**config.mk**
```make
export PLATFORM = sky130hd
export DESIGN_NAME = altitude_median_lowpass_health_flat
export DESIGN_NICKNAME = d
export VERILOG_FILES = /design/src/rtl/amlh_pkg.sv /design/src/rtl/amlh_if.sv /design/src/rtl/amlh_cfg.sv /design/src/rtl/amlh_front.sv /design/src/rtl/amlh_queue.sv /design/src/rtl/amlh_back.sv /design/src/rtl/altitude_median_lowpass_health.sv /design/src/flat_wrapper.sv
export SDC_FILE = /design/constraint.sdc
export NUM_CORES = 2
export LEC_CHECK = 0
export CELL_PAD_IN_SITES_DETAIL_PLACEMENT = 1
export CELL_PAD_IN_SITES_GLOBAL_PLACEMENT = 1
export CORE_UTILIZATION = 47
export CTS_CLUSTER_SIZE = 10
export DETAILED_ROUTE_END_ITERATION = 16
export DONT_BUFFER_PORTS = 1
export PLACE_DENSITY = 0.76
export SLEW_MARGIN = 5
export SYNTH_ARGS = -nofsm -noshare
export SYNTH_HDL_FRONTEND = slang
export SYNTH_HIERARCHICAL = 1
export SYNTH_SLANG_ARGS = --single-unit
```
**constraint.sdc**
```tcl
create_clock -name clk -period 18.8 [get_ports clk]
set_input_delay 0.94 -clock clk [delete_from_list [all_inputs] [get_ports clk]]
set_output_delay 0.94 -clock clk [all_outputs]
set_load 0.005 [all_outputs]
```
**src/rtl/amlh_pkg.sv**
```systemverilog
// shared types, register indexes and constants of the altitude health block
`timescale 1ns / 1ps
package amlh_pkg;

  localparam int WIN_DEPTH = 3;
  localparam int QUEUE_DEPTH = 2;

  localparam logic [7:0]  CNT_MAX  = 8'd255;
  localparam logic [16:0] GAIN_ONE = 17'd65536;

  // register indexes on the config port
  localparam logic [2:0] REG_READ_FAIL_LIMIT = 3'd0;
  localparam logic [2:0] REG_STALE_LIMIT     = 3'd1;
  localparam logic [2:0] REG_BAD_RUN_LIMIT   = 3'd2;
  localparam logic [2:0] REG_BAD_TOTAL_LIMIT = 3'd3;
  localparam logic [2:0] REG_MIN_ALTITUDE    = 3'd4;
  localparam logic [2:0] REG_MAX_ALTITUDE    = 3'd5;
  localparam logic [2:0] REG_SMOOTHING_GAIN  = 3'd6;

  // sticky fault flags
  localparam logic [2:0] FAULT_READ  = 3'b001;
  localparam logic [2:0] FAULT_STALE = 3'b010;
  localparam logic [2:0] FAULT_BAD   = 3'b100;

  typedef enum logic [1:0] {
    EV_READ_FAIL,
    EV_BAD,
    EV_GOOD
  } ev_kind_t;

  typedef struct packed {
    ev_kind_t           kind;
    logic [31:0]        now_ms;
    logic [31:0]        sample_ms;
    logic signed [31:0] altitude_mm;
  } q_entry_t;

  typedef struct packed {
    logic [7:0]         read_fail_limit;
    logic [31:0]        stale_limit_ms;
    logic [7:0]         bad_run_limit;
    logic [7:0]         bad_total_limit;
    logic signed [31:0] min_altitude_mm;
    logic signed [31:0] max_altitude_mm;
    logic [16:0]        smoothing_gain;
  } cfg_t;

endpackage

```
**src/rtl/amlh_if.sv**
```systemverilog
// valid/ready channels for sensor events and health reports
`timescale 1ns / 1ps
interface amlh_evt_if;
  logic               valid;
  logic               ready;
  logic               action;
  logic [31:0]        now_ms;
  logic [31:0]        sample_ms;
  logic               pressure_ok;
  logic signed [31:0] raw_altitude_mm;

  modport source (output valid, action, now_ms, sample_ms, pressure_ok, raw_altitude_mm,
                  input ready);
  modport sink (input valid, action, now_ms, sample_ms, pressure_ok, raw_altitude_mm,
                output ready);
endinterface

interface amlh_result_if;
  logic               valid;
  logic               ready;
  logic               reading_valid;
  logic               fault_any;
  logic [2:0]         fault_bits;
  logic [7:0]         read_fail_run;
  logic [7:0]         bad_run;
  logic [7:0]         bad_total;
  logic signed [31:0] filtered_altitude_mm;
  logic [31:0]        last_update_ms;

  modport source (output valid, reading_valid, fault_any, fault_bits, read_fail_run,
                  bad_run, bad_total, filtered_altitude_mm, last_update_ms,
                  input ready);
  modport sink (input valid, reading_valid, fault_any, fault_bits, read_fail_run,
                bad_run, bad_total, filtered_altitude_mm, last_update_ms,
                output ready);
endinterface

```
**src/rtl/amlh_cfg.sv**
```systemverilog
// configuration register file of the altitude health block
`timescale 1ns / 1ps
module amlh_cfg (
  input  logic          clk,
  input  logic          rst,
  input  logic          cfg_write,
  input  logic [2:0]    cfg_index,
  input  logic [31:0]   cfg_data,
  output amlh_pkg::cfg_t cfg
);
  import amlh_pkg::*;

  always_ff @(posedge clk) begin
    if (rst) begin
      cfg.read_fail_limit <= 8'd3;
      cfg.stale_limit_ms  <= 32'd1000;
      cfg.bad_run_limit   <= 8'd5;
      cfg.bad_total_limit <= 8'd20;
      cfg.min_altitude_mm <= -32'sd100000;
      cfg.max_altitude_mm <= 32'sd10000000;
      cfg.smoothing_gain  <= 17'd16384;
    end else if (cfg_write) begin
      unique case (cfg_index)
        REG_READ_FAIL_LIMIT: cfg.read_fail_limit <= cfg_data[7:0];
        REG_STALE_LIMIT:     cfg.stale_limit_ms  <= cfg_data;
        REG_BAD_RUN_LIMIT:   cfg.bad_run_limit   <= cfg_data[7:0];
        REG_BAD_TOTAL_LIMIT: cfg.bad_total_limit <= cfg_data[7:0];
        REG_MIN_ALTITUDE:    cfg.min_altitude_mm <= $signed(cfg_data);
        REG_MAX_ALTITUDE:    cfg.max_altitude_mm <= $signed(cfg_data);
        REG_SMOOTHING_GAIN:  cfg.smoothing_gain  <= cfg_data[16:0];
        default: ;
      endcase
    end
  end

endmodule

```
**src/rtl/amlh_front.sv**
```systemverilog
// front end: takes sensor events and sorts them into read failure, bad or good
`timescale 1ns / 1ps
module amlh_front (
  input  amlh_pkg::cfg_t    cfg,
  amlh_evt_if.sink          evt,
  input  logic              q_full,
  output logic              push,
  output amlh_pkg::q_entry_t push_entry
);
  import amlh_pkg::*;

  logic out_of_range;

  assign out_of_range = (evt.raw_altitude_mm < cfg.min_altitude_mm) ||
                        (evt.raw_altitude_mm > cfg.max_altitude_mm);

  assign evt.ready = !q_full;
  assign push      = evt.valid && !q_full;

  always_comb begin
    if (!evt.action) begin
      push_entry.kind = EV_READ_FAIL;
    end else if (!evt.pressure_ok || out_of_range) begin
      push_entry.kind = EV_BAD;
    end else begin
      push_entry.kind = EV_GOOD;
    end
    push_entry.now_ms      = evt.now_ms;
    push_entry.sample_ms   = evt.sample_ms;
    push_entry.altitude_mm = evt.raw_altitude_mm;
  end

endmodule

```
**src/rtl/amlh_queue.sv**
```systemverilog
// two-entry queue of classified events between front and back
`timescale 1ns / 1ps
module amlh_queue (
  input  logic               clk,
  input  logic               rst,
  input  logic               push,
  input  amlh_pkg::q_entry_t push_entry,
  input  logic               pop,
  output logic               full,
  output logic               not_empty,
  output amlh_pkg::q_entry_t head_entry
);
  import amlh_pkg::*;

  localparam int PTR_W = $clog2(QUEUE_DEPTH);
  localparam int CNT_W = $clog2(QUEUE_DEPTH + 1);

  q_entry_t store [QUEUE_DEPTH];
  logic [PTR_W-1:0] wr_ptr;
  logic [PTR_W-1:0] rd_ptr;
  logic [CNT_W-1:0] count;

  assign full       = (count == CNT_W'(QUEUE_DEPTH));
  assign not_empty  = (count != '0);
  assign head_entry = store[rd_ptr];

  always_ff @(posedge clk) begin
    if (push) begin
      store[wr_ptr] <= push_entry;
    end
  end

  always_ff @(posedge clk) begin
    if (rst) begin
      wr_ptr <= '0;
      rd_ptr <= '0;
      count  <= '0;
    end else begin
      if (push) begin
        wr_ptr <= (wr_ptr == PTR_W'(QUEUE_DEPTH - 1)) ? '0 : wr_ptr + 1'b1;
      end
      if (pop) begin
        rd_ptr <= (rd_ptr == PTR_W'(QUEUE_DEPTH - 1)) ? '0 : rd_ptr + 1'b1;
      end
      case ({push, pop})
        2'b10:   count <= count + 1'b1;
        2'b01:   count <= count - 1'b1;
        default: count <= count;
      endcase
    end
  end

endmodule

```
**src/rtl/amlh_back.sv**
```systemverilog
// back end: counters, faults, median window and low pass, held as the report word
`timescale 1ns / 1ps
module amlh_back (
  input  logic               clk,
  input  logic               rst,
  input  amlh_pkg::cfg_t     cfg,
  input  logic               q_not_empty,
  input  amlh_pkg::q_entry_t head_entry,
  output logic               pop,
  amlh_result_if.source      result
);
  import amlh_pkg::*;

  logic signed [31:0] win [WIN_DEPTH];
  logic [1:0]         win_head;
  logic [1:0]         win_fill;
  logic               smoother_ready;
  logic signed [31:0] smoothed;
  logic [7:0]         fail_run;
  logic [7:0]         bad_run;
  logic [7:0]         bad_total;
  logic [31:0]        last_good_ms;
  logic               has_good;
  logic               sticky;
  logic [2:0]         sticky_bits;
  logic               valid_flag;
  logic [31:0]        published_ms;
  logic               out_valid;

  logic [1:0]         win_head_next;
  logic [1:0]         win_fill_next;
  logic               smoother_ready_next;
  logic signed [31:0] smoothed_next;
  logic [7:0]         fail_run_next;
  logic [7:0]         bad_run_next;
  logic [7:0]         bad_total_next;
  logic [31:0]        last_good_ms_next;
  logic               has_good_next;
  logic               sticky_next;
  logic [2:0]         sticky_bits_next;
  logic               valid_flag_next;
  logic [31:0]        published_ms_next;

  logic signed [31:0] w [WIN_DEPTH];
  logic [1:0]         fill_after;
  logic signed [31:0] lo01;
  logic signed [31:0] hi01;
  logic signed [31:0] mid;
  logic signed [31:0] median;
  logic [16:0]        gain;
  logic signed [32:0] diff;
  logic signed [50:0] prod;
  logic signed [34:0] ema_sum;
  logic [31:0]        elapsed;
  logic [2:0]         raise_bits;

  // next word may enter once the report slot is free or being taken
  assign pop = q_not_empty && (!out_valid || result.ready);

  // window contents as they stand once the new altitude is written
  always_comb begin
    for (int i = 0; i < WIN_DEPTH; i++) begin
      w[i] = (win_head == 2'(i)) ? head_entry.altitude_mm : win[i];
    end
  end

  assign fill_after = (win_fill == 2'(WIN_DEPTH)) ? win_fill : win_fill + 1'b1;

  assign lo01 = (w[0] < w[1]) ? w[0] : w[1];
  assign hi01 = (w[0] < w[1]) ? w[1] : w[0];
  assign mid  = (hi01 < w[2]) ? hi01 : w[2];

  always_comb begin
    case (fill_after)
      2'd1:    median = w[0];
      2'd2:    median = hi01;
      default: median = (lo01 > mid) ? lo01 : mid;
    endcase
  end

  // floor of gain * difference / 2^16, gain clamped at one
  assign gain    = (cfg.smoothing_gain > GAIN_ONE) ? GAIN_ONE : cfg.smoothing_gain;
  assign diff    = {median[31], median} - {smoothed[31], smoothed};
  assign prod    = diff * $signed({1'b0, gain});
  assign ema_sum = {{3{smoothed[31]}}, smoothed} + prod[50:16];

  assign elapsed = head_entry.now_ms - last_good_ms;

  always_comb begin
    win_head_next       = win_head;
    win_fill_next       = win_fill;
    smoother_ready_next = smoother_ready;
    smoothed_next       = smoothed;
    fail_run_next       = fail_run;
    bad_run_next        = bad_run;
    bad_total_next      = bad_total;
    last_good_ms_next   = last_good_ms;
    has_good_next       = has_good;
    sticky_next         = sticky;
    sticky_bits_next    = sticky_bits;
    valid_flag_next     = valid_flag;
    published_ms_next   = published_ms;
    raise_bits          = '0;

    unique case (head_entry.kind)
      EV_READ_FAIL: begin
        fail_run_next = (fail_run == CNT_MAX) ? fail_run : fail_run + 1'b1;
        if (fail_run_next >= cfg.read_fail_limit) begin
          raise_bits = raise_bits | FAULT_READ;
        end
        if (has_good && (elapsed >= cfg.stale_limit_ms)) begin
          raise_bits = raise_bits | FAULT_STALE;
        end
      end
      EV_BAD: begin
        fail_run_next  = '0;
        bad_run_next   = (bad_run == CNT_MAX) ? bad_run : bad_run + 1'b1;
        bad_total_next = (bad_total == CNT_MAX) ? bad_total : bad_total + 1'b1;
        if ((bad_run_next >= cfg.bad_run_limit) || (bad_total_next >= cfg.bad_total_limit))
        begin
          raise_bits = FAULT_BAD;
        end
      end
      EV_GOOD: begin
        fail_run_next       = '0;
        bad_run_next        = '0;
        win_head_next       = (win_head == 2'(WIN_DEPTH - 1)) ? 2'd0 : win_head + 1'b1;
        win_fill_next       = fill_after;
        smoothed_next       = smoother_ready ? ema_sum[31:0] : median;
        smoother_ready_next = 1'b1;
        valid_flag_next     = 1'b1;
        published_ms_next   = head_entry.sample_ms;
        last_good_ms_next   = head_entry.sample_ms;
        has_good_next       = 1'b1;
      end
      default: ;
    endcase

    // any fault empties the window and drops the seed
    if (raise_bits != '0) begin
      sticky_next         = 1'b1;
      sticky_bits_next    = sticky_bits | raise_bits;
      valid_flag_next     = 1'b0;
      win_head_next       = '0;
      win_fill_next       = '0;
      smoother_ready_next = 1'b0;
    end
  end

  always_ff @(posedge clk) begin
    if (pop && (head_entry.kind == EV_GOOD)) begin
      win[win_head] <= head_entry.altitude_mm;
    end
  end

  always_ff @(posedge clk) begin
    if (rst) begin
      win_head       <= '0;
      win_fill       <= '0;
      smoother_ready <= 1'b0;
      smoothed       <= '0;
      fail_run       <= '0;
      bad_run        <= '0;
      bad_total      <= '0;
      last_good_ms   <= '0;
      has_good       <= 1'b0;
      sticky         <= 1'b0;
      sticky_bits    <= '0;
      valid_flag     <= 1'b0;
      published_ms   <= '0;
      out_valid      <= 1'b0;
    end else begin
      if (pop) begin
        win_head       <= win_head_next;
        win_fill       <= win_fill_next;
        smoother_ready <= smoother_ready_next;
        smoothed       <= smoothed_next;
        fail_run       <= fail_run_next;
        bad_run        <= bad_run_next;
        bad_total      <= bad_total_next;
        last_good_ms   <= last_good_ms_next;
        has_good       <= has_good_next;
        sticky         <= sticky_next;
        sticky_bits    <= sticky_bits_next;
        valid_flag     <= valid_flag_next;
        published_ms   <= published_ms_next;
        out_valid      <= 1'b1;
      end else if (result.ready) begin
        out_valid <= 1'b0;
      end
    end
  end

  assign result.valid                = out_valid;
  assign result.reading_valid        = valid_flag;
  assign result.fault_any            = sticky;
  assign result.fault_bits           = sticky_bits;
  assign result.read_fail_run        = fail_run;
  assign result.bad_run              = bad_run;
  assign result.bad_total            = bad_total;
  assign result.filtered_altitude_mm = smoothed;
  assign result.last_update_ms       = published_ms;

endmodule

```
**src/rtl/altitude_median_lowpass_health.sv**
```systemverilog
// altitude health monitor: one sensor event word in, one health report word out.
// each event word is a read failure or a delivered sample; samples are checked
// for pressure and altitude range, good ones go through a three-deep median and
// a first-order low pass (alpha in q1.16, rounding towards minus infinity), and
// read failures, bad values and staleness raise sticky faults that clear the
// window and the low pass seed. throughput is one word per clock while reports
// are taken: the front end classifies and writes a two-word queue, the back end
// takes one queued word a cycle and updates all state, median and filter in that
// single cycle, and the report word is held in the back end's state registers
// until taken. an event is registered in the queue, then in those registers; a
// stalled report side fills the queue after two more words; then events stall.
// the user must write config only while the block is idle; it is not enforced.
`timescale 1ns / 1ps
module altitude_median_lowpass_health (
  input  logic        clk,
  input  logic        rst,
  // config write port, no read-back
  input  logic        cfg_write,
  input  logic [2:0]  cfg_index,
  input  logic [31:0] cfg_data,
  // event words in, report words out
  amlh_evt_if.sink      evt,
  amlh_result_if.source result
);
  import amlh_pkg::*;

  cfg_t     cfg;
  logic     push;
  q_entry_t push_entry;
  logic     q_full;
  logic     q_not_empty;
  q_entry_t head_entry;
  logic     pop;

  // limits, range and gain registers
  amlh_cfg u_cfg (
    .clk       (clk),
    .rst       (rst),
    .cfg_write (cfg_write),
    .cfg_index (cfg_index),
    .cfg_data  (cfg_data),
    .cfg       (cfg)
  );

  // range check and event sorting
  amlh_front u_front (
    .cfg        (cfg),
    .evt        (evt),
    .q_full     (q_full),
    .push       (push),
    .push_entry (push_entry)
  );

  // decouples the event side from a stalled report side
  amlh_queue u_queue (
    .clk        (clk),
    .rst        (rst),
    .push       (push),
    .push_entry (push_entry),
    .pop        (pop),
    .full       (q_full),
    .not_empty  (q_not_empty),
    .head_entry (head_entry)
  );

  // counters, faults, median and low pass; drives the report word
  amlh_back u_back (
    .clk         (clk),
    .rst         (rst),
    .cfg         (cfg),
    .q_not_empty (q_not_empty),
    .head_entry  (head_entry),
    .pop         (pop),
    .result      (result)
  );

endmodule

```
**src/flat_wrapper.sv**
```systemverilog
// flat-port wrapper written by rule: the top's interface ports become plain ports
module altitude_median_lowpass_health_flat import amlh_pkg::*;
  (clk, rst, cfg_write, cfg_index, cfg_data, evt_valid, evt_action, evt_now_ms, evt_sample_ms, evt_pressure_ok, evt_raw_altitude_mm, evt_ready, result_valid, result_reading_valid, result_fault_any, result_fault_bits, result_read_fail_run, result_bad_run, result_bad_total, result_filtered_altitude_mm, result_last_update_ms, result_ready);
  amlh_evt_if evt_i ();
  amlh_result_if result_i ();
  input  logic clk;
  input  logic rst;
  input  logic cfg_write;
  input  logic [2:0] cfg_index;
  input  logic [31:0] cfg_data;
  input wire logic [$bits(evt_i.valid)-1:0] evt_valid;
  input wire logic [$bits(evt_i.action)-1:0] evt_action;
  input wire logic [$bits(evt_i.now_ms)-1:0] evt_now_ms;
  input wire logic [$bits(evt_i.sample_ms)-1:0] evt_sample_ms;
  input wire logic [$bits(evt_i.pressure_ok)-1:0] evt_pressure_ok;
  input wire logic [$bits(evt_i.raw_altitude_mm)-1:0] evt_raw_altitude_mm;
  output wire logic [$bits(evt_i.ready)-1:0] evt_ready;
  output wire logic [$bits(result_i.valid)-1:0] result_valid;
  output wire logic [$bits(result_i.reading_valid)-1:0] result_reading_valid;
  output wire logic [$bits(result_i.fault_any)-1:0] result_fault_any;
  output wire logic [$bits(result_i.fault_bits)-1:0] result_fault_bits;
  output wire logic [$bits(result_i.read_fail_run)-1:0] result_read_fail_run;
  output wire logic [$bits(result_i.bad_run)-1:0] result_bad_run;
  output wire logic [$bits(result_i.bad_total)-1:0] result_bad_total;
  output wire logic [$bits(result_i.filtered_altitude_mm)-1:0] result_filtered_altitude_mm;
  output wire logic [$bits(result_i.last_update_ms)-1:0] result_last_update_ms;
  input wire logic [$bits(result_i.ready)-1:0] result_ready;
  assign evt_i.valid = evt_valid;
  assign evt_i.action = evt_action;
  assign evt_i.now_ms = evt_now_ms;
  assign evt_i.sample_ms = evt_sample_ms;
  assign evt_i.pressure_ok = evt_pressure_ok;
  assign evt_i.raw_altitude_mm = evt_raw_altitude_mm;
  assign evt_ready = evt_i.ready;
  assign result_valid = result_i.valid;
  assign result_reading_valid = result_i.reading_valid;
  assign result_fault_any = result_i.fault_any;
  assign result_fault_bits = result_i.fault_bits;
  assign result_read_fail_run = result_i.read_fail_run;
  assign result_bad_run = result_i.bad_run;
  assign result_bad_total = result_i.bad_total;
  assign result_filtered_altitude_mm = result_i.filtered_altitude_mm;
  assign result_last_update_ms = result_i.last_update_ms;
  assign result_i.ready = result_ready;
  altitude_median_lowpass_health u_core (.clk(clk), .rst(rst), .cfg_write(cfg_write), .cfg_index(cfg_index), .cfg_data(cfg_data), .evt(evt_i), .result(result_i));
endmodule
```
==> out/results.ini <==
[clocking]
cts-root-buf=clkbuf_16
cts_htree_levels=3
cts_sinks=533
clockBufferDepth=3
worstSkewPairLatency_ns=0.67
clk_pin_slew_worst_paths_ns=0.06
cts_tree=built
cts_buffers=67
holdBufCountCts=0

[setup_path]
cp.arrival_ns=19.55
crit_fanout=14
cp-end-kind=flip-flop
r2r-end=u_core/u_back/result.filtered_altitude_mm[30]$_SDFFE_PP0P_
cp.required_ns=19.29
reg2reg_slack_ns=-0.25
worstSetupPathType=flip-flop to flip-flop
cp_slowest_stage_delay_ns=0.59
cp_slowest_cell=fa_1
start_kind=flip-flop
crit_end=u_core/u_back/result.filtered_altitude_mm[30]$_SDFFE_PP0P_
ff2ff_path_depth=87

[detailed_routing]
ant_nets=0
met1_length_um=72300
vias=43100
wl_met2_um=93200
first_pass_iters=7
viasPerCell=5.79
wl_per_cell_um=26.0
wl_um=193000
drc=0
wl_met3_um=15400
dr.first_iter.drc_count=3012
top_layer=met5

[sta]
setup_viol=9
fin_skew_ns=0.0538
hold_viol_final=0
finalCritPeriodShare_pct=101
hold_ws_ns=0.382
slew_headroom_pct=-44.5
drv_slew=3
fmax_mhz=52.5
period_minus_slack_ns=19.05
worst_slack_ns=-0.254
worst_pin_slew_ns=2.14
grt_setup_unrepaired=yes

[placement]
place_area_mm2=0.0566
dp_slack_ns=-0.846
dp_hpwl_um=144000
place.gp.congestion=0.956
placement.io_buffers=0

[run_status]
violations=capacitance limit, slew limit, setup timing
outcome=finished with violations

[die]
die_h_um=335
io_pins=233
start_util_pct=47.7
dieArea_mm2=0.112
rows=121
die_w_um=335
core-area_mm2=0.109

[run]
drv_cap=1

[global_routing]
grt_pass1_wl_um=276000
overflow=0
grt_max_degree=306
grtUsageTotal_pct=32.5
antenna_found_initial=10
grt_pass1_vias=46700

[final_layout]
final_common_cell=inv_1
layout_common_cells=932 x inv_1, 590 x nor2_1, 578 x buf_4
multi_input_area_mm2=0.0350
seq_area_mm2=0.0136
final_nets=7005
stdcell_area_mm2=0.0609
nFillCells=12200
layout-drive-gt1-share_pct=18.0
area_growth_syn_to_layout_pct=16.7
diodes=0

[yosys]
avgSynthCellArea_um2=9.38
syn_nets=6644
yosysTopAreaCell=fa_1
synthFlopType=edfxtp_1
netlist.area_leader.share_pct=19.8
ys_ff_latch=533
syn_area_mm2=0.0522
synth_edf_count=292
synth_cells=5561
ys_top_cells_by_area=fa_1 20%, edfxtp_1 17%, ha_1 10%
yosysSeqAreaShare_pct=26.1
synthDistinctLibCells=95
yosysWarnings=6
async_flop_share_pct=0

[worst_hold_path]
worstHoldPathType=input port to flip-flop

## final cells by class
class,instances,area share [%]
Clock buffer,101,3.05
Clock inverter,15,0.310
Inverter,939,5.79
Multi-Input combinational cell,3770,57.5
Sequential cell,533,22.3
Tap cell,1476,3.03
Timing Repair Buffer,611,8.03
## timing repair
action / CTS / global route
buffers inserted: 6 / 55
cloned: 0 / 5
gates resized for setup: 61 / 265
endpoints found under the setup margin: 16 / 22
pin swaps: 17 / 90
## synth_stat cells, drive strengths merged, types with 13 or more instances
cell / count
o21bai: 16
nand2: 415
mux2i: 309
clkbuf: 161
a21o: 99
xor2: 53
a211oi: 45
nand2b: 171
buf: 158
inv: 938
nor2b: 33
a221o: 13
nand4: 44
edfxtp: 292
o21a: 30
a221oi: 35
xnor2: 112
mux2: 140
a22oi: 19
fa: 517
nor2: 605
o21ai: 103
nor3: 41
and2: 23
and3: 15
ha: 428
dfxtp: 241
a21oi: 265
nand3: 59
## how the worst min path moves through the flow
| stage | startpoint | endpoint | slack [ns] | cells after the start |
|---|---|---|---|---|
| after floorplan | u_core/u_back/has_good$_SDFFE_PP0P_ | u_core/u_back/has_good$_SDFFE_PP0P_ | 0.44 | 2 |
| after global placement | u_core/u_back/has_good$_SDFFE_PP0P_ | u_core/u_back/has_good$_SDFFE_PP0P_ | 0.45 | 2 |
| after detailed placement | u_core/u_cfg/cfg[118]$_SDFFE_PP0P_ | u_core/u_cfg/cfg[118]$_SDFFE_PP0P_ | 0.46 | 2 |
| after CTS | rst | u_core/u_back/result.last_update_ms[10]$_SDFFE_PP0P_ | 0.36 | 1 |
| after global routing | evt_now_ms[1] | u_core/u_queue/store[0][65]$_DFFE_PP_ | 0.36 | 0 |
| final | evt_raw_altitude_mm[26] | u_core/u_queue/store[0][26]$_DFFE_PP_ | 0.38 | 0 |
## per-stage QoR
stage	setup TNS [ns]	util (%)	std cells
after floorplan	0	-	5561
after global placement	-0.116	51.7	7264
after detailed placement	-3.46	51.7	7264
after CTS	0	53.9	7386
after global routing	-10.06	55.6	7445
final	-1.16	55.6	7445
## sequential cells by signal, summed over array words and instances (netlist names), 3 cells and up, named ones only
register / count
u_core/u_queue/store: 196
u_core/u_back/result.bad_run: 8
u_core/u_back/result.read_fail_run: 8
u_core/u_back/result.filtered_altitude_mm: 32
u_core/u_back/result.fault_bits: 3
u_core/u_back/win: 96
u_core/u_back/result.last_update_ms: 32
u_core/u_back/result.bad_total: 8
u_core/u_cfg/cfg: 137
## metal layers
metal | vias up | GRT usage (%)
li1 | 18800 | -
met3 | 609 | 6.79
met4 | 6 | 16.2
met2 | 1778 | 56.4
met5 | - | 0
met1 | 21900 | 37.9
## logic make-up (layout without fill, tap and decap cells)
| kind of cell | Yosys count | after routing | synth area share (%) |
|---|---|---|---|
| simple gates | 1465 | 1465 | 12.6 |
| fa+ha+maj | 947 | 947 | 30.1 |
| mux | 449 | 449 | 8.97 |
| compound gates | 743 | 743 | 9.37 |
| buf+inv | 1258 | 1666 | 10.0 |
| xor+xnor | 166 | 166 | 2.81 |
| flops | 533 | 533 | 26.1 |
## worst max-delay path, delay by kind of cell, from the launching register on
kind	cells	cell delay [ns]
compound gates	28	5.03
xor+xnor	2	0.27
fa+ha+maj	13	5.30
buf+inv	16	1.92
flops	1	0.48
mux	8	2.33
simple gates	20	3.54
Power is left out: the tool's default activity adds up to more than one toggle a clock period on the data nets, which glitch-free logic cannot reach.
